==> src/hw/rtl/rdcc_pkg.sv <==
// Shared types, status codes and the CRC-32 byte step for the record deframer.
`timescale 1ns / 1ps
`default_nettype none

package rdcc_pkg;

  localparam int unsigned QUEUE_DEPTH = 4;

  localparam logic [31:0] CRC_POLY       = 32'hEDB8_8320;
  localparam logic [31:0] CRC_START_RST  = 32'hFFFF_FFFF;
  localparam logic [7:0]  RECORD_MARK_RST = 8'd93;

  // Configuration register indexes
  localparam logic CFG_CRC_START   = 1'b0;
  localparam logic CFG_RECORD_MARK = 1'b1;

  // Status codes
  localparam logic [2:0] ST_OK      = 3'd0;
  localparam logic [2:0] ST_BEGIN   = 3'd1;
  localparam logic [2:0] ST_END     = 3'd2;
  localparam logic [2:0] ST_BADREC  = 3'd3;
  localparam logic [2:0] ST_BADSIZE = 3'd4;
  localparam logic [2:0] ST_CRCERR  = 3'd5;
  localparam logic [2:0] ST_EOD     = 3'd6;

  // Descriptor type field (flags bits 1..0)
  localparam logic [1:0] TYPE_INVALID = 2'd0;
  localparam logic [1:0] TYPE_RECORD  = 2'd1;
  localparam logic [1:0] TYPE_BEGIN   = 2'd2;
  localparam logic [1:0] TYPE_END     = 2'd3;

  // Descriptor byte positions
  localparam logic [2:0] HDR_SIG    = 3'd0;
  localparam logic [2:0] HDR_FLAGS  = 3'd1;
  localparam logic [2:0] HDR_LEN0   = 3'd2;
  localparam logic [2:0] HDR_LEN1   = 3'd3;
  localparam logic [2:0] HDR_CRC0   = 3'd4;
  localparam logic [2:0] HDR_CRC1   = 3'd5;
  localparam logic [2:0] HDR_CRC2   = 3'd6;
  localparam logic [2:0] HDR_CRC3   = 3'd7;

  typedef struct packed {
    logic       is_status;
    logic [7:0] payload_out;
    logic [2:0] status_code;
    logic       last;
  } result_t;

  // Reflected CRC-32, one byte
  function automatic logic [31:0] crc_byte(input logic [31:0] crc, input logic [7:0] b);
    logic [31:0] v;
    v = {24'd0, crc[7:0] ^ b};
    for (int i = 0; i < 8; i++) begin
      v = v[0] ? ((v >> 1) ^ CRC_POLY) : (v >> 1);
    end
    return (crc >> 8) ^ v;
  endfunction

endpackage

`default_nettype wire

==> src/hw/rtl/record_deframer_crc32_check.sv <==
// Top level of the record deframer with CRC-32 payload check.
`timescale 1ns / 1ps
`default_nettype none

// Takes one stream byte per cycle. Each record is an 8-byte little-endian
// descriptor (signature, flags, 16-bit size, 32-bit CRC) followed by its
// payload; payload bytes come out as data results, and descriptor outcomes,
// payload end and stream end come out as status results with last set. A
// byte goes through an input register and one pass of parse/CRC logic into
// a four-entry result queue, so a result passes both the input register and
// the queue before it appears. Throughput is one byte per cycle; the last byte
// of a payload yields two results, and the input stalls while the queue has
// fewer than two free entries. cfg_ready is always high; write configuration
// only while the block is idle.
module record_deframer_crc32_check
  import rdcc_pkg::*;
(
  input  wire logic        clk,
  input  wire logic        rst_n,
  input  wire logic        in_valid,
  output logic             in_stall,
  input  wire logic [7:0]  in_data_byte,
  input  wire logic [15:0] in_expected_size,
  input  wire logic        in_stream_end,
  output logic             out_valid,
  input  wire logic        out_stall,
  output logic             out_is_status,
  output logic [7:0]       out_payload_out,
  output logic [2:0]       out_status_code,
  output logic             out_last,
  input  wire logic        cfg_valid,
  output logic             cfg_ready,
  input  wire logic        cfg_index,
  input  wire logic [31:0] cfg_data
);

  logic    q_room;
  logic    push_one;
  logic    push_two;
  result_t res_a;
  result_t res_b;
  result_t head;

  assign cfg_ready = 1'b1;

  rdcc_parser u_parser (
    .clk              (clk),
    .rst_n            (rst_n),
    .in_valid         (in_valid),
    .in_stall         (in_stall),
    .in_data_byte     (in_data_byte),
    .in_expected_size (in_expected_size),
    .in_stream_end    (in_stream_end),
    .cfg_valid        (cfg_valid),
    .cfg_index        (cfg_index),
    .cfg_data         (cfg_data),
    .q_room           (q_room),
    .push_one         (push_one),
    .push_two         (push_two),
    .res_a            (res_a),
    .res_b            (res_b)
  );

  rdcc_queue u_queue (
    .clk       (clk),
    .rst_n     (rst_n),
    .push_one  (push_one),
    .push_two  (push_two),
    .res_a     (res_a),
    .res_b     (res_b),
    .room      (q_room),
    .out_valid (out_valid),
    .out_stall (out_stall),
    .head      (head)
  );

  assign out_is_status   = head.is_status;
  assign out_payload_out = head.payload_out;
  assign out_status_code = head.status_code;
  assign out_last        = head.last;

endmodule

`default_nettype wire

==> src/hw/rtl/rdcc_parser.sv <==
// Input register, descriptor parser, payload CRC and configuration registers.
`timescale 1ns / 1ps
`default_nettype none

module rdcc_parser
  import rdcc_pkg::*;
(
  input  wire logic        clk,
  input  wire logic        rst_n,
  input  wire logic        in_valid,
  output logic             in_stall,
  input  wire logic [7:0]  in_data_byte,
  input  wire logic [15:0] in_expected_size,
  input  wire logic        in_stream_end,
  input  wire logic        cfg_valid,
  input  wire logic        cfg_index,
  input  wire logic [31:0] cfg_data,
  input  wire logic        q_room,
  output logic             push_one,
  output logic             push_two,
  output result_t          res_a,
  output result_t          res_b
);

  typedef enum logic {PH_HEADER, PH_PAYLOAD} phase_t;

  logic        vld_r;
  logic [7:0]  byte_r;
  logic [15:0] want_r;
  logic        ends_r;

  logic [31:0] crc_start_r;
  logic [7:0]  mark_r;

  phase_t      phase_r, phase_nxt;
  logic [2:0]  hidx_r, hidx_nxt;
  logic [2:0]  flags_r, flags_nxt;
  logic [7:0]  sig_r, sig_nxt;
  logic [15:0] len_r, len_nxt;
  logic [31:0] stored_r, stored_nxt;
  logic [31:0] run_r, run_nxt;
  logic [15:0] left_r, left_nxt;

  logic        accept;
  logic        proc;
  logic [31:0] crc_upd;
  logic [15:0] left_dec;

  assign proc     = vld_r && q_room;
  assign in_stall = vld_r && !q_room;
  assign accept   = in_valid && !in_stall;
  assign crc_upd  = crc_byte(run_r, byte_r);
  assign left_dec = left_r - 16'd1;

  always_comb begin
    phase_nxt  = phase_r;
    hidx_nxt   = hidx_r;
    flags_nxt  = flags_r;
    sig_nxt    = sig_r;
    len_nxt    = len_r;
    stored_nxt = stored_r;
    run_nxt    = run_r;
    left_nxt   = left_r;
    push_one   = 1'b0;
    push_two   = 1'b0;
    res_a      = '{is_status: 1'b1, payload_out: 8'd0, status_code: ST_OK, last: 1'b1};
    res_b      = '{is_status: 1'b1, payload_out: 8'd0, status_code: ST_OK, last: 1'b1};

    if (proc) begin
      if (ends_r) begin
        phase_nxt         = PH_HEADER;
        hidx_nxt          = HDR_SIG;
        push_one          = 1'b1;
        res_a.status_code = ST_EOD;
      end else if (phase_r == PH_PAYLOAD) begin
        run_nxt  = crc_upd;
        left_nxt = left_dec;
        res_a    = '{is_status: 1'b0, payload_out: byte_r, status_code: ST_OK, last: 1'b0};
        if (left_dec == 16'd0) begin
          phase_nxt = PH_HEADER;
          hidx_nxt  = HDR_SIG;
          push_two  = 1'b1;
          if (flags_r[2] && (~crc_upd != stored_r)) begin
            res_b.status_code = ST_CRCERR;
          end
        end else begin
          push_one = 1'b1;
        end
      end else begin
        case (hidx_r)
          HDR_SIG:   sig_nxt    = byte_r;
          HDR_FLAGS: flags_nxt  = byte_r[2:0];
          HDR_LEN0:  len_nxt    = {8'd0, byte_r};
          HDR_LEN1:  len_nxt    = {byte_r, len_r[7:0]};
          HDR_CRC0:  stored_nxt = {24'd0, byte_r};
          HDR_CRC1:  stored_nxt = {16'd0, byte_r, stored_r[7:0]};
          HDR_CRC2:  stored_nxt = {8'd0, byte_r, stored_r[15:0]};
          default:   stored_nxt = {byte_r, stored_r[23:0]};
        endcase
        hidx_nxt = hidx_r + 3'd1;
        // last descriptor byte: decide using fields gathered so far
        if (hidx_r == HDR_CRC3) begin
          push_one = 1'b1;
          if (sig_r != mark_r) begin
            res_a.status_code = ST_BADREC;
          end else begin
            case (flags_r[1:0])
              TYPE_BEGIN:   res_a.status_code = ST_BEGIN;
              TYPE_END:     res_a.status_code = ST_END;
              TYPE_RECORD: begin
                if (want_r == 16'd0) begin
                  res_a.status_code = ST_BADREC;
                end else if (len_r != want_r) begin
                  res_a.status_code = ST_BADSIZE;
                end else begin
                  push_one  = 1'b0;
                  phase_nxt = PH_PAYLOAD;
                  left_nxt  = len_r;
                  run_nxt   = crc_start_r;
                end
              end
              default:      res_a.status_code = ST_BADREC;
            endcase
          end
        end
      end
    end
  end

  always_ff @(posedge clk) begin
    if (!rst_n) begin
      vld_r       <= 1'b0;
      crc_start_r <= CRC_START_RST;
      mark_r      <= RECORD_MARK_RST;
      phase_r     <= PH_HEADER;
      hidx_r      <= HDR_SIG;
      flags_r     <= 3'd0;
      sig_r       <= 8'd0;
      len_r       <= 16'd0;
      stored_r    <= 32'd0;
      run_r       <= CRC_START_RST;
      left_r      <= 16'd0;
    end else begin
      if (accept) begin
        vld_r <= 1'b1;
      end else if (proc) begin
        vld_r <= 1'b0;
      end
      if (cfg_valid) begin
        if (cfg_index == CFG_CRC_START) begin
          crc_start_r <= cfg_data;
        end else begin
          mark_r <= cfg_data[7:0];
        end
      end
      phase_r  <= phase_nxt;
      hidx_r   <= hidx_nxt;
      flags_r  <= flags_nxt;
      sig_r    <= sig_nxt;
      len_r    <= len_nxt;
      stored_r <= stored_nxt;
      run_r    <= run_nxt;
      left_r   <= left_nxt;
    end
  end

  always_ff @(posedge clk) begin
    if (accept) begin
      byte_r <= in_data_byte;
      want_r <= in_expected_size;
      ends_r <= in_stream_end;
    end
  end

endmodule

`default_nettype wire

==> src/hw/rtl/rdcc_queue.sv <==
// Small result queue: takes up to two results per cycle, delivers one while out_stall is low.
`timescale 1ns / 1ps
`default_nettype none

module rdcc_queue
  import rdcc_pkg::*;
(
  input  wire logic clk,
  input  wire logic rst_n,
  input  wire logic push_one,
  input  wire logic push_two,
  input  result_t   res_a,
  input  result_t   res_b,
  output logic      room,
  output logic      out_valid,
  input  wire logic out_stall,
  output result_t   head
);

  localparam int unsigned PW = $clog2(QUEUE_DEPTH);
  localparam int unsigned CW = $clog2(QUEUE_DEPTH + 1);

  result_t       mem_r [QUEUE_DEPTH];
  logic [PW-1:0] wr_r, rd_r;
  logic [CW-1:0] cnt_r, cnt_nxt;
  logic          pop;
  logic [PW-1:0] wr_p1;

  assign out_valid = (cnt_r != '0);
  assign pop       = out_valid && !out_stall;
  assign room      = (cnt_r <= CW'(QUEUE_DEPTH - 2));
  assign head      = mem_r[rd_r];
  assign wr_p1     = wr_r + PW'(1);

  always_comb begin
    cnt_nxt = cnt_r;
    if (push_two) begin
      cnt_nxt = cnt_nxt + CW'(2);
    end else if (push_one) begin
      cnt_nxt = cnt_nxt + CW'(1);
    end
    if (pop) begin
      cnt_nxt = cnt_nxt - CW'(1);
    end
  end

  always_ff @(posedge clk) begin
    if (!rst_n) begin
      wr_r  <= '0;
      rd_r  <= '0;
      cnt_r <= '0;
    end else begin
      cnt_r <= cnt_nxt;
      if (pop) begin
        rd_r <= rd_r + PW'(1);
      end
      if (push_two) begin
        wr_r <= wr_r + PW'(2);
      end else if (push_one) begin
        wr_r <= wr_p1;
      end
    end
  end

  always_ff @(posedge clk) begin
    if (push_one || push_two) begin
      mem_r[wr_r] <= res_a;
    end
    if (push_two) begin
      mem_r[wr_p1] <= res_b;
    end
  end

endmodule

`default_nettype wire
==> config.mk <==
export PLATFORM = sky130hd
export DESIGN_NAME = record_deframer_crc32_check
export DESIGN_NICKNAME = d
export VERILOG_FILES = /design/src/hw/rtl/rdcc_pkg.sv /design/src/hw/rtl/record_deframer_crc32_check.sv /design/src/hw/rtl/rdcc_parser.sv /design/src/hw/rtl/rdcc_queue.sv
export SDC_FILE = /design/constraint.sdc
export NUM_CORES = 1
export LEC_CHECK = 0
export BUFFER_PORTS_ARGS = -buffer_cell sky130_fd_sc_hd__clkbuf_2
export CAP_MARGIN = 20
export CORE_ASPECT_RATIO = 1.5
export CORE_MARGIN = 2
export CORE_UTILIZATION = 30
export DETAILED_ROUTE_END_ITERATION = 16
export SKIP_LAST_GASP = 1
export SYNTH_ARGS = -nofsm -noshare
export SYNTH_HDL_FRONTEND = slang
export SYNTH_SLANG_ARGS = --single-unit
==> constraint.sdc <==
create_clock -name clk -period 3.7 [get_ports clk]
set_input_delay 0.74 -clock clk [delete_from_list [all_inputs] [get_ports clk]]
set_output_delay 0.74 -clock clk [all_outputs]
set_load 0.02 [all_outputs]
Word-level counts from Yosys, hierarchy flattened
Memory sizes are Yosys's and may differ from the RTL's. A register that Yosys moved wholly into a read port is not among the register bits.
Cells that the tools add are included.
- $lt $le $gt $ge: 1
- equal/unequal tests: 17
- bitwise gates (word level): 18
- mux-type cells: 75
- reductions and logical operators: 33
- $add $sub $neg: 8
- operators with widths (kind ; count):
    32-bit two-way mux ; 14
    32-bit one-hot mux with 4 select lines ; 1
    13-bit inverter with 14-bit output ; 7
    16-bit two-way mux ; 6
    3-bit two-way mux ; 17
    16-bit zero test ; 2
    32-bit != test ; 1
    32-bit inverter ; 1
    16-bit one-hot mux with 2 select lines ; 1
    24-bit by 32-bit XOR with 32-bit output ; 1
    1-bit two-way mux ; 28
    9-bit two-way mux ; 2
    16-bit != test ; 1
    4-bit AND reduction ; 4
    16-bit by 1-bit subtractor with 16-bit output (second input constant) ; 1
    1-bit inverter with 14-bit output ; 1
    7-bit AND reduction ; 2
    13-bit two-way mux ; 1
    3-bit == test (second input constant) ; 4
    2-bit nonzero test ; 6
    5-bit AND reduction ; 2
    3-bit one-hot mux with 3 select lines ; 1
    2-bit two-way mux ; 4
    8-bit != test ; 1
    22 further kinds ; 43
- output and inout port bits: 16
- bits of input ports: 63
- memories kept: 1
- bits in registers: 184
- word-level logic and storage cells: 174
- bits in writable memories: 52
- memory list (memory ; words ; width ; read ports ; clocked after Yosys merged registers in ; wr ports ; line ; source):
    u_queue.mem_r ; 4 ; 13 ; 1 ; 1 ; 2 ; rdcc_queue.sv:23 ; result_t mem_r [QUEUE_DEPTH];

Logic depth before layout (Yosys ltp)
Gate-level depths: netlist of the first run.
- depth after elaboration: 26
- gate-level depth with buffers: 14
- depth with buffers taken out: 12

Modules after synthesis
From an unflattened synthesis of the first run, not the netlist that was laid out.
- cells, all modules: 1261
- area, all modules: 12319.3 µm²
- modules (own cells, without submodules) (module ; area an instance (µm²) ; cells each ; times used ; sequential area each (µm²)):
    rdcc_parser ; 9192.6 ; 1061 ; 1 ; 3793.6
    rdcc_queue ; 3115.5 ; 198 ; 1 ; 1741.7
    record_deframer_crc32_check ; 11.3 ; 2 ; 1 ; 0.0

Least setup slack after synthesis of the first run
OpenSTA, ideal clock, no wires.
- path type: reg2reg
- start: register u_parser.byte_r[1]
- end: memory u_queue.mem_r[1][1] in the netlist's numbering, data pin
- library setup time: 0.256 ns
- arrival time: 2.775 ns
- data required time: 3.444 ns
- path buffers: 0
- clock period less this slack: 3.032 ns
- slack: 0.668 ns
- cell stages (with the launch flop): 9
- cells stage by stage: edfxtp_1 > xnor2_4 > xor2_1 > xnor2_1 > xnor2_1 > mux2i_1 > o2111ai_1 > o41a_1 > a22o_1
- RTL lines (what ; line ; source):
    start, declared ; rdcc_parser.sv:28 ; logic [7:0] byte_r;
    start signal, assigned ; rdcc_parser.sv:169 ; byte_r <= in_data_byte;
    end, declared ; rdcc_queue.sv:23 ;

Worst setup path after layout of the first run
- start: register u_parser.left_r[0]
- end: register u_queue.cnt_r[2]
- cells in the longest elaborated chain, start to end: 10
- elaborated cells between the ends (all ways): 14
- ends and longest elaborated chain (what ; line ; source):
    start, declared ; rdcc_parser.sv:42 ; logic [15:0] left_r, left_nxt;
    start signal, assigned ; rdcc_parser.sv:163 ; left_r <= left_nxt;
    16-bit by 1-bit subtractor with 16-bit output (*) ; rdcc_parser.sv:53 ; assign left_dec = left_r - 16'd1;
    16-bit zero test (*) ; rdcc_parser.sv:79 ; if (left_dec == 16'd0) begin
    1-bit two-way mux ; rdcc_parser.sv:79 ;
    1-bit two-way mux ; rdcc_parser.sv:75 ; end else if (phase_r == PH_PAYLOAD) begin
    1-bit two-way mux ; rdcc_parser.sv:70 ; if (ends_r) begin
    1-bit two-way mux ; rdcc_parser.sv:69 ; if (proc) begin
    3-bit two-way mux ; rdcc_queue.sv:39 ; end else if (push_one) begin
    3-bit two-way mux (*) ; rdcc_queue.sv:37 ; if (push_two) begin
    3-bit by 1-bit subtractor with 3-bit output ; rdcc_queue.sv:43 ; cnt_nxt = cnt_nxt - CW'(1);
    3-bit two-way mux (*) ; rdcc_queue.sv:42 ; if (pop) begin
    end signal, assigned ; rdcc_queue.sv:53 ; cnt_r <= cnt_nxt;
    end, declared ; rdcc_queue.sv:25 ; logic [CW-1:0] cnt_r, cnt_nxt;
Every way passes the cells marked *; elsewhere a longest branch is shown, timed or not.
A chain may end at the register's enable or synchronous reset.

==> results of run 1 <==
[logic make-up (layout without fill, tap and decap cells)]
logic type	count (synthesis)	after routing	synth area share, %
DFF	234	234	44.1
xor gates and xnor gates	135	135	12.4
buffers and inverters	107	184	3.60
AOI/OAI and AO/OA	247	247	14.9
and+or+nand+nor	445	445	18.4
adders and majority gates	18	18	1.98
muxes	36	36	4.50
other	1	1	0.0330
[flip-flops by register name, indices dropped and copies added, names as in the netlist, named ones only]
register              count
u_parser.byte_r           8
u_parser.crc_start_r     32
u_parser.ends_r           1
u_parser.flags_r          3
u_parser.hidx_r           3
u_parser.left_r          16
u_parser.len_r           16
u_parser.mark_r           8
u_parser.phase_r          1
u_parser.run_r           32
u_parser.sig_r            8
u_parser.stored_r        32
u_parser.vld_r            1
u_parser.want_r          16
u_queue.cnt_r             3
u_queue.mem_r            48
u_queue.rd_r              2
u_queue.wr_r              2
[per-layer routing]
layer	vias to the layer above	wire [microns]
met2	178	16400
li1	4454	-
met3	46	1010
met4	0	900
met1	4290	13300
met5	-	0
[where the power goes]
| part | leakage (nW) | total (mW) | switching [mW] | internal (mW) |
|---|---|---|---|---|
| Sequential | 1.95 | 2.85 | 0.140 | 2.71 |
| Combinational | 2.68 | 1.37 | 0.790 | 0.577 |
| Clock | 0.393 | 2.46 | 1.05 | 1.40 |
| Total | 5.02 | 6.68 | 1.98 | 4.69 |
[cell usage after synthesis (5+ instances only)]
cell / n
xnor2_4: 5
o21a_1: 12
nand2b_1: 12
nand4_1: 10
xnor2_2: 10
mux2i_1: 23
a21oi_1: 80
a211oi_1: 10
dfxtp_1: 201
nor2b_1: 10
edfxtp_1: 33
nand3_1: 82
nor4_1: 15
nor3_1: 15
o21ai_0: 33
inv_1: 17
mux4_2: 12
xnor2_1: 80
clkbuf_1: 82
o211ai_1: 22
a22o_1: 14
xor2_1: 35
nand2_1: 185
nor2_1: 67
nand3b_1: 11
and2_1: 10
a22oi_1: 17
a32o_1: 33
ha_1: 18
and3_1: 6
[per-stage QoR]
step	hold WS (ns)	power [mW]	instance area, sq um
finish	0.388	6.68	13200
global route	0.365	6.97	13200
CTS	0.365	6.75	13200
detailed placement	0.451	4.28	12400
global placement	0.443	4.28	12400
floorplan	0.432	3.85	11400
[worst max-delay path: stages (launching register included)]
cell,delay [ns]
dfxtp_1,0.37
inv_1,0.11
ha_1,0.24
nor3b_2,0.47
nand4_1,0.21
xnor2_1,0.22
nor4_1,0.31
nand3_1,0.26
mux2i_1,0.27
a21oi_1,0.07
ha_1,0.21
and3_1,0.14
mux2_2,0.25
[placed cells by master, fill, tap and decap left out, drive strengths merged, types with 6 or more instances in the layout]
cell    netlist  final
clkbuf       82    108
inv          18     19
a22o         14     14
and2         10     10
o21a         12     12
nand2       185    185
a21oi        80     80
nand2b       12     12
a211oi       10     10
xnor2        95     95
dfxtp       201    201
nand4        10     10
and3          6      6
nor2b        10     10
xor2         36     36
a22oi        17     17
ha           18     18
nand3b       11     11
nor2         67     67
edfxtp       33     33
mux4         12     12
nand3        82     82
nor3         16     16
o21ai        34     34
buf           6     44
mux2i        23     23
clkinv        1     10
a32o         33     33
nor4         16     16
o211ai       22     22
[worst min path at each step]
| stage | cells past startpoint | to | slack (ns) | from |
|---|---|---|---|---|
| after floorplan | 2 | u_parser.flags_r[2] | 0.43 | u_parser.flags_r[2] |
| after global routing | 1 | u_parser.byte_r[7] | 0.36 | in_data_byte[7] |
| after CTS | 1 | u_parser.byte_r[7] | 0.37 | in_data_byte[7] |
| final | 1 | u_parser.byte_r[7] | 0.39 | in_data_byte[7] |
| after detailed placement | 1 | u_queue.mem_r[3][9] | 0.45 | u_queue.mem_r[3][9] |
| after global placement | 1 | u_queue.mem_r[1][11] | 0.44 | u_queue.mem_r[1][11] |
[final cells by class]
cell class	instances	area (sq um)	area share, %
Tap cell	489	612	4.63
Clock buffer	31	692	5.24
Clock inverter	13	114	0.862
Timing Repair Buffer	121	748	5.66
Inverter	19	71.3	0.540
Multi-Input combinational cell	882	5960	45.1
Sequential cell	234	5020	38.0
==> summary.txt, run 1 <==
GRT
  • Largest net degree at the start of global routing: 76
  • Met2 GRT Util: 28.6%
  • Met1 Use GR: 19.6%
  • Grt total ovfl: 0
  • Gr busiest metal: met2
  • Initial antenna violation count: 0
  • GR Layer Usage met3: 1.63%
  • GRT Overall Usage: 15.9%
  • First-pass GRT wire length: 49900 microns
  • Vias in the first global route: 8784

STA
  • Min Tclk post-route: 3.25 ns
  • Highest Clock Rate: 308 MHz
  • Hold Fails Final Rpt: 0
  • Setup Total Neg Slack: 0 ns
  • Worst rel slew slack: 41.9%
  • Setup violators final: 0
  • Worst-margin pin slew: 0.870 ns
  • Final worst-path cycle share: 87.7%
  • Max-slew violation count: 0
  • Worst-case clock skew: 0.0257 ns
  • Setup WS post-layout: 0.455 ns
  • RSZ-0062 raised after global routing: no

Worst setup path
  • Worst Setup Start Kind: register
  • Reg-to-Reg End: u_queue.cnt_r[2]
  • Worst Reg-to-Reg Cells: 12
  • Critical Path Sink: u_queue.cnt_r[2]
  • Worst-path fanout max: 8
  • CP arrival: 3.68 ns
  • WP data required: 4.14 ns
  • WS Path Type: reg -> reg
  • Worst r2r src: u_parser.left_r[0]
  • Flop2flop setup slack: 0.45 ns
  • Worst Setup End Kind: register
  • Crit path from: u_parser.left_r[0]

CTS
  • PostCTS Resize Cnt: 0
  • Postcts setup bufs: 0
  • H-tree depth: 1
  • CTS Buf Count: 24
  • Clock-pin slew on the worst setup and hold paths: 0.07 ns
  • CTS Buffer Depth: 3
  • Clock sink total: 234
  • Hold-fix buffers at CTS: 0
  • Worst-Skew Late Latency: 0.55 ns
  • Root buffer cell: clkbuf_16
  • CTS tree: built

Logic synthesis
  • Distinct cell type count of the synthesized netlist: 67
  • Largest cells by area after synthesis: dfxtp_1, edfxtp_1, xnor2_1
  • Post-Syn Area: 11400 sq um
  • Mapped Nets: 1304
  • Seq cells post-synth: 234
  • Ys async rst share: 0%
  • Syn. warnings: 0
  • Synth area leader: dfxtp_1
  • Post-synth EDFFs: 33
  • Synth Instances: 1223
  • Post-synthesis area per instance: 9.29 sq um
  • Top-area cell type share of the netlist area: 35.4%
  • Post-synthesis sequential area ratio: 44.1%
  • Top FF cell, synth: dfxtp_1

Floorplanning
  • CORE AREA: 37400 sq um
  • Placement Rows: 87
  • Ports: 79
  • Die height: 242 microns
  • Initial Util: 30.3%
  • Die area: 39500 sq um
  • Die width: 163 microns

Final layout
  • Layout cell share with drive strength beyond 1: 15.6%
  • Final #Nets: 1363
  • Area Overhead vs Synth: 16.3%
  • Core Util, Final: 35.3%
  • Non-Filler Instances: 1789
  • Fill cell count: 3886
  • Antenna diodes: 0

Worst hold path
  • Worst Hold Class: in -> reg

Drt
  • Remaining DRCs: 0
  • WL/cell: 17.7 microns
  • Drt first pass iters: 7
  • Via Count: 8968
  • Via/cell ratio: 5.01
  • Final WL: 31600 microns
  • Drt first-iter violations: 539
  • Antenna-violating nets left: 0

Placed design
  • RD Place Congestion: 0.877
  • # port buffers: 77
  • Placed Cells incl. Taps: 1744
  • DP HPWL: 22900 microns
  • Pre-CTS WS: 0.460 ns

Pwr
  • Worst vdd ir: 0.000312 V
  • Leak pwr: 5.02 nW
  • Pwr/cell area: 505 nW/um^2

Flow run
  • Max Cap Violations: 0

Status
  • Status: finished clean
(Power assumes the default switching activity.)
==> run 2, diff against run 1 <==
--- a/config.mk
+++ b/config.mk
@@ -11,6 +11,7 @@
 export CORE_MARGIN = 2
 export CORE_UTILIZATION = 30
 export DETAILED_ROUTE_END_ITERATION = 16
+export RECOVER_POWER = 100
 export SKIP_LAST_GASP = 1
 export SYNTH_ARGS = -nofsm -noshare
 export SYNTH_HDL_FRONTEND = slang
==> run 2 against run 1 <==
The flow now finishes with violations (capacitance limit, slew limit); non-clock buffer count stayed put; power is 0.17% lower; clock power hardly changed; first-iteration DRC count is 0.19% lower; combinational power hardly changed; maximum frequency is 4.5% lower; final cell count stayed put; clock skew hardly changed; hold slack hardly changed; die area stayed put; utilization is 0.22 points lower; via count is 0.42% higher; largest cell class unchanged; highest routed layer unchanged.
==> summary.txt, run 2 (synthesized netlist as in run 1, its figures left out) <==
Status
  • Status: finished, violations left (was finished clean)
  • Violated checks: capacitance limit, slew limit

Final layout
  • Core Util, Final: 35.1% (was 35.3%)
  • Commonest non-fill, non-tap cell in the layout: dfxtp_1 (unchanged)
  • Fill cell count: 3907 (was 3886)
  • Sequential Area: 5020 sq um (unchanged)
  • Area Overhead vs Synth: 15.6% (was 16.3%)
  • Final #Nets: 1363 (unchanged)
  • Antenna diodes: 0 (unchanged)
  • Most frequent cells in the layout: dfxtp_1, nand2_1, nand3_1 (unchanged)
  • Most flops, register: u_queue.mem_r (unchanged)
  • Max FFs per register: 48 (unchanged)
  • Layout cell share with drive strength beyond 1: 13.2% (was 15.6%)
  • Area of the multi-input gates: 5930 sq um (was 5960 sq um)

Worst setup path
  • Worst-path fanout max: 9 (was 8)
  • CP top delay family: XOR/XNOR gates (was simple AND/OR/NAND/NOR gates)
  • CP dominant cell by count: xnor2_2 (was ha_1)
  • WP depth: 8 (was 12)
  • Buf+Inv Stages, Crit Path: 0 (was 1)
  • Flop2flop setup slack: 0.30 ns (was 0.45 ns)
  • WP data required: 4.00 ns (was 4.14 ns)
  • Worst Setup End Kind: register (unchanged)
  • Reg-to-Reg End: u_queue.mem_r[0][1] (was u_queue.cnt_r[2])
  • Worst r2r src: u_parser.byte_r[7] (was u_parser.left_r[0])
  • Crit path cell chain: xnor2_2, xnor2_2, xnor2_2, xnor2_2, and3_1, o2111ai_1, o41a_1, a22o_1 (was inv_1, ha_1, nor3b_2, nand4_1, xnor2_1, nor4_1, nand3_1, mux2i_1, a21oi_1, ha_1, and3_1, mux2_2)
  • CP arrival: 3.70 ns (was 3.68 ns)
  • Worst Reg-to-Reg Cells: 8 (was 12)
  • Worst Setup Start Kind: register (unchanged)
  • WS Path Type: reg -> reg (unchanged)
  • Slowest stage delay, CP: 0.65 ns (was 0.47 ns)
  • Crit path from: u_parser.byte_r[7] (was u_parser.left_r[0])
  • Slowest stage cell, crit path: xnor2_2 (was nor3b_2)
  • Critical Path Sink: u_queue.mem_r[0][1] (was u_queue.cnt_r[2])

CTS
  • CTS Buf Count: 24 (unchanged)
  • Hold-fix buffers at CTS: 0 (unchanged)
  • Clock sink total: 234 (unchanged)
  • PostCTS Resize Cnt: 0 (unchanged)
  • CTS Buffer Depth: 3 (unchanged)
  • H-tree depth: 1 (unchanged)
  • Postcts setup bufs: 0 (unchanged)
  • Clock-pin slew on the worst setup and hold paths: 0.07 ns (about the same)
  • Root buffer cell: clkbuf_16 (unchanged)
  • Worst-Skew Late Latency: 0.55 ns (about the same)
  • CTS tree: built (unchanged)

Floorplanning
  • Die height: 242 microns (unchanged)
  • CORE AREA: 37400 sq um (unchanged)
  • Placement Rows: 87 (unchanged)
  • Die area: 39500 sq um (unchanged)
  • Ports: 79 (unchanged)
  • Die width: 163 microns (unchanged)
  • Initial Util: 30.3% (unchanged)

Drt
  • WL/cell: 17.7 microns (about the same)
  • Antenna-violating nets left: 0 (unchanged)
  • Via/cell ratio: 5.03 (was 5.01)
  • Drt first pass iters: 7 (unchanged)
  • Remaining DRCs: 0 (unchanged)
  • Drt first-iter violations: 538 (was 539)
  • Final WL: 31700 microns (was 31600 microns)
  • Via Count: 9006 (was 8968)

STA
  • Max-slew violation count: 99 (was 0)
  • Worst rel slew slack: -8.86% (was 41.9%)
  • Worst-case clock skew: 0.0261 ns (was 0.0257 ns)
  • Min Tclk post-route: 3.40 ns (was 3.25 ns)
  • RSZ-0062 raised after global routing: no (unchanged)
  • Setup Total Neg Slack: 0 ns (unchanged)
  • Setup violators final: 0 (unchanged)
  • Final worst-path cycle share: 91.9% (was 87.7%)
  • Worst-margin pin slew: 1.63 ns (was 0.870 ns)
  • Hold Fails Final Rpt: 0 (unchanged)
  • Highest Clock Rate: 294 MHz (was 308 MHz)

Placed design
  • DP HPWL: 22900 microns (unchanged)
  • RD Place Congestion: 0.877 (unchanged)
  • # port buffers: 77 (unchanged)

Pwr
  • Leak pwr: 4.91 nW (was 5.02 nW)
  • Worst vdd ir: 0.000312 V (about the same)
  • Pwr/cell area: 508 nW/um^2 (was 505 nW/um^2)

GRT
  • Largest net degree at the start of global routing: 76 (unchanged)
  • Gr busiest metal: met2 (unchanged)
  • Grt total ovfl: 0 (unchanged)
  • First-pass GRT wire length: 49900 microns (unchanged)
  • Met2 GRT Util: 28.6% (unchanged)
  • GRT Overall Usage: 15.9% (unchanged)
  • Met1 Use GR: 19.6% (unchanged)
  • GR Layer Usage met3: 1.63% (unchanged)
  • Initial antenna violation count: 0 (unchanged)
  • Vias in the first global route: 8784 (unchanged)

Worst hold path
  • Worst Hold Class: in -> reg (unchanged)
  • Worst hold stages: 1 (unchanged)

Flow run
  • Max Cap Violations: 2 (was 0)
[run 2: cell types whose count changed in the layout (fill, tap and decap cells not counted), sizes merged]
cell	before	now
buf	44	35
clkbuf	108	117
[run 2: power breakdown]
group / internal, mW / switching [mW] / total, mW
clock network: 1.40 / 1.06 / 2.46
logic: 0.558 / 0.790 / 1.35
registers: 2.72 / 0.141 / 2.86
[run 2: layout make-up]
cell class,count,area share (%)
Inverter,19,0.543
Clock inverter,13,0.867
Tap cell,489,4.66
Multi-Input combinational cell,882,45.2
Timing Repair Buffer,121,5.26
Clock buffer,31,5.27
Sequential cell,234,38.2
[run 2: worst min-delay path by stage]
stage	start	to	slack, ns
6_report	in_data_byte[7]	u_parser.byte_r[7]	0.39
5_1_grt	in_data_byte[7]	u_parser.byte_r[7]	0.36
4_1_cts	in_data_byte[7]	u_parser.byte_r[7]	0.37
3_5_place_dp	u_queue.mem_r[3][9]	u_queue.mem_r[3][9]	0.45
3_3_place_gp	u_queue.mem_r[1][11]	u_queue.mem_r[1][11]	0.44
2_1_floorplan	u_parser.flags_r[2]	u_parser.flags_r[2]	0.43
[run 2: routing by layer]
layer / wire (microns) / part of all wire, %
met5: 0 / 0
met4: 900 / 2.8
met3: 1130 / 3.6
met2: 16400 / 52
met1: 13200 / 42
[run 2: metrics by stage]
step / setup WS, ns / power [mW] / hold WS (ns) / std cells / instance area (sq um)
after CTS: 0.444 / 6.75 / 0.365 / 1788 / 13200
after floorplan: 0.668 / 3.85 / 0.432 / 1223 / 11400
final: 0.301 / 6.66 / 0.389 / 1789 / 13100
after global placement: 0.453 / 4.28 / 0.443 / 1744 / 12400
after detailed placement: 0.460 / 4.28 / 0.451 / 1744 / 12400
after global routing: 0.0813 / 6.96 / 0.365 / 1789 / 13100
[run 2: worst register-to-register path: cells and delay by family (launching register included)]
kind	cells	cell delay, ns
xor+xnor	4	1.49
compound gates	3	1.00
flops	1	0.46
simple gates	1	0.21
==> run 3, diff against run 2 <==
--- a/config.mk
+++ b/config.mk
@@ -9,7 +9,7 @@
 export CAP_MARGIN = 20
 export CORE_ASPECT_RATIO = 1.5
 export CORE_MARGIN = 2
-export CORE_UTILIZATION = 30
+export CORE_UTILIZATION = 35
 export DETAILED_ROUTE_END_ITERATION = 16
 export RECOVER_POWER = 100
 export SKIP_LAST_GASP = 1
==> run 3 against run 2 <==
The run now ends clean; combinational power about the same; wire length down 2.6%; die area decreased by 14%; critical endpoint is now u_queue.mem_r[2][1].
==> summary.txt, run 3 (synthesized netlist as in run 1, its figures left out) <==
Status
  • Status: finished clean (was finished, violations left)

CTS
  • Root buffer cell: clkbuf_16 (unchanged)
  • Clock sink total: 234 (unchanged)
  • Clock-pin slew on the worst setup and hold paths: 0.07 ns (about the same)
  • CTS Buffer Depth: 3 (unchanged)
  • PostCTS Resize Cnt: 0 (unchanged)
  • H-tree depth: 1 (unchanged)
  • CTS Buf Count: 24 (unchanged)
  • Worst-Skew Late Latency: 0.55 ns (about the same)
  • Postcts setup bufs: 0 (unchanged)
  • Hold-fix buffers at CTS: 0 (unchanged)
  • CTS tree: built (unchanged)

Pwr
  • Pwr/cell area: 518 nW/um^2 (was 508 nW/um^2)
  • Leak pwr: 4.90 nW (was 4.91 nW)
  • Design Power: 6.74 mW (was 6.66 mW)
  • Worst vdd ir: 0.000326 V (was 0.000312 V)

STA
  • Setup violators final: 0 (unchanged)
  • Hold Fails Final Rpt: 0 (unchanged)
  • Worst-case clock skew: 0.0217 ns (was 0.0261 ns)
  • Min Tclk post-route: 3.39 ns (was 3.40 ns)
  • Worst-margin pin slew: 1.49 ns (was 1.63 ns)
  • Highest Clock Rate: 295 MHz (was 294 MHz)
  • Final worst-path cycle share: 91.7% (was 91.9%)
  • RSZ-0062 raised after global routing: no (unchanged)
  • Max-slew violation count: 0 (was 99)
  • Setup Total Neg Slack: 0 ns (unchanged)
  • Worst rel slew slack: 0.485% (was -8.86%)

Placed design
  • # port buffers: 77 (unchanged)
  • DP HPWL: 22300 microns (was 22900 microns)
  • RD Place Congestion: 0.852 (was 0.877)

Worst setup path
  • WS Path Type: reg -> reg (unchanged)
  • Slowest stage cell, crit path: o41a_1 (was xnor2_2)
  • Worst Setup End Kind: register (unchanged)
  • Buf+Inv Stages, Crit Path: 0 (unchanged)
  • Worst Setup Start Kind: register (unchanged)
  • Slowest stage delay, CP: 0.59 ns (was 0.65 ns)
  • CP arrival: 3.67 ns (was 3.70 ns)
  • WP data required: 3.98 ns (was 4.00 ns)
  • CP top delay family: XOR/XNOR gates (unchanged)
  • Crit path cell chain: xnor2_2, xnor3_1, xnor2_4, xnor2_2, and3_1, o2111ai_1, o41a_1, a22o_1 (was xnor2_2, xnor2_2, xnor2_2, xnor2_2, and3_1, o2111ai_1, o41a_1, a22o_1)
  • CP dominant cell by count: xnor2_2 (unchanged)
  • Worst-path fanout max: 8 (was 9)

GRT
  • Largest net degree at the start of global routing: 70 (was 76)
  • Grt total ovfl: 0 (unchanged)
  • Initial antenna violation count: 0 (unchanged)
  • GRT Overall Usage: 18.4% (was 15.9%)
  • First-pass GRT wire length: 49100 microns (was 49900 microns)
  • Vias in the first global route: 8716 (was 8784)

Drt
  • Final WL: 30900 microns (was 31700 microns)
  • Drt first pass iters: 5 (was 7)
  • WL/cell: 18.1 microns (was 17.7 microns)
  • Antenna-violating nets left: 0 (unchanged)
  • Remaining DRCs: 0 (unchanged)
  • Via Count: 9022 (was 9006)
  • Via/cell ratio: 5.29 (was 5.03)
  • Drt first-iter violations: 486 (was 538)

Floorplanning
  • Ports: 79 (unchanged)
  • Initial Util: 35.6% (was 30.3%)
  • Die height: 225 microns (was 242 microns)
  • Die area: 33900 sq um (was 39500 sq um)
  • Placement Rows: 80 (was 87)
  • CORE AREA: 31900 sq um (was 37400 sq um)
  • Die width: 151 microns (was 163 microns)

Flow run
  • Max Cap Violations: 0 (was 2)

Final layout
  • Most frequent cells in the layout: dfxtp_1, nand2_1, nand3_1 (unchanged)
  • Fill cell count: 3193 (was 3907)
  • Area Overhead vs Synth: 14.6% (was 15.6%)
  • Max FFs per register: 48 (unchanged)
  • Antenna diodes: 0 (unchanged)
  • Most flops, register: u_queue.mem_r (unchanged)
  • Layout cell share with drive strength beyond 1: 12.7% (was 13.2%)
  • Final #Nets: 1361 (was 1363)
  • Commonest non-fill, non-tap cell in the layout: dfxtp_1 (unchanged)

Worst hold path
  • Worst Hold Class: in -> reg (unchanged)
run 3: power breakdown:
part | internal (mW) | switching (mW) | leakage (nW) | total [mW]
Sequential | 2.72 | 0.138 | 1.95 | 2.85
Clock | 1.53 | 1.04 | 0.418 | 2.57
Combinational | 0.558 | 0.763 | 2.54 | 1.32
run 3: layout make-up:
class                   count  area [sq um]  share of cell area [%]
multi-input cells         882          5940                    45.6
flip-flops and latches    234          5020                    38.5
clock buffers              34           741                    5.69
repair buffers            119           638                    4.90
well taps                 410           513                    3.94
clock inverters             9          98.8                   0.759
inverters                  19          71.3                   0.548
run 3: worst register-to-register path: cells and delay by family, from the launching register on:
family	cells	cell delay (ns)
compound gates	3	1.01
simple gates	1	0.20
flops	1	0.47
xor+xnor	4	1.45
run 3: layer usage:
| metal | routed length [microns] | share of wire [%] | GRT usage [%] | vias to the layer above |
|---|---|---|---|---|
| li1 | - | - | - | 4450 |
| met1 | 13500 | 44 | 23.6 | 4360 |
| met2 | 15600 | 50 | 32.1 | 165 |
| met3 | 973 | 3.2 | 1.85 | 47 |
| met4 | 800 | 2.6 | 6.30 | 0 |
| met5 | 0 | 0 | 0 | - |
run 3: stage by stage:
step	cell area, sq um	setup WS, ns	hold slack [ns]	cells	utilization, %
global placement	12300	0.454	0.443	1663	38.4
detailed placement	12300	0.412	0.451	1664	38.5
floorplan	11400	0.668	0.432	1223	-
CTS	13100	0.362	0.350	1707	41.1
finish	13000	0.308	0.367	1707	40.8
global route	13000	0.107	0.350	1707	40.8
run 3: final timing paths:
check                 startpoint                   to  slack [ns]  cells after the start
max           u_parser.byte_r[1]  u_queue.mem_r[2][1]        0.31                      8
min              in_data_byte[1]   u_parser.byte_r[1]        0.37                      1
min reg2reg  u_parser.flags_r[2]  u_parser.flags_r[2]        0.46                      2
max reg2reg   u_parser.byte_r[1]  u_queue.mem_r[2][1]        0.31                      8
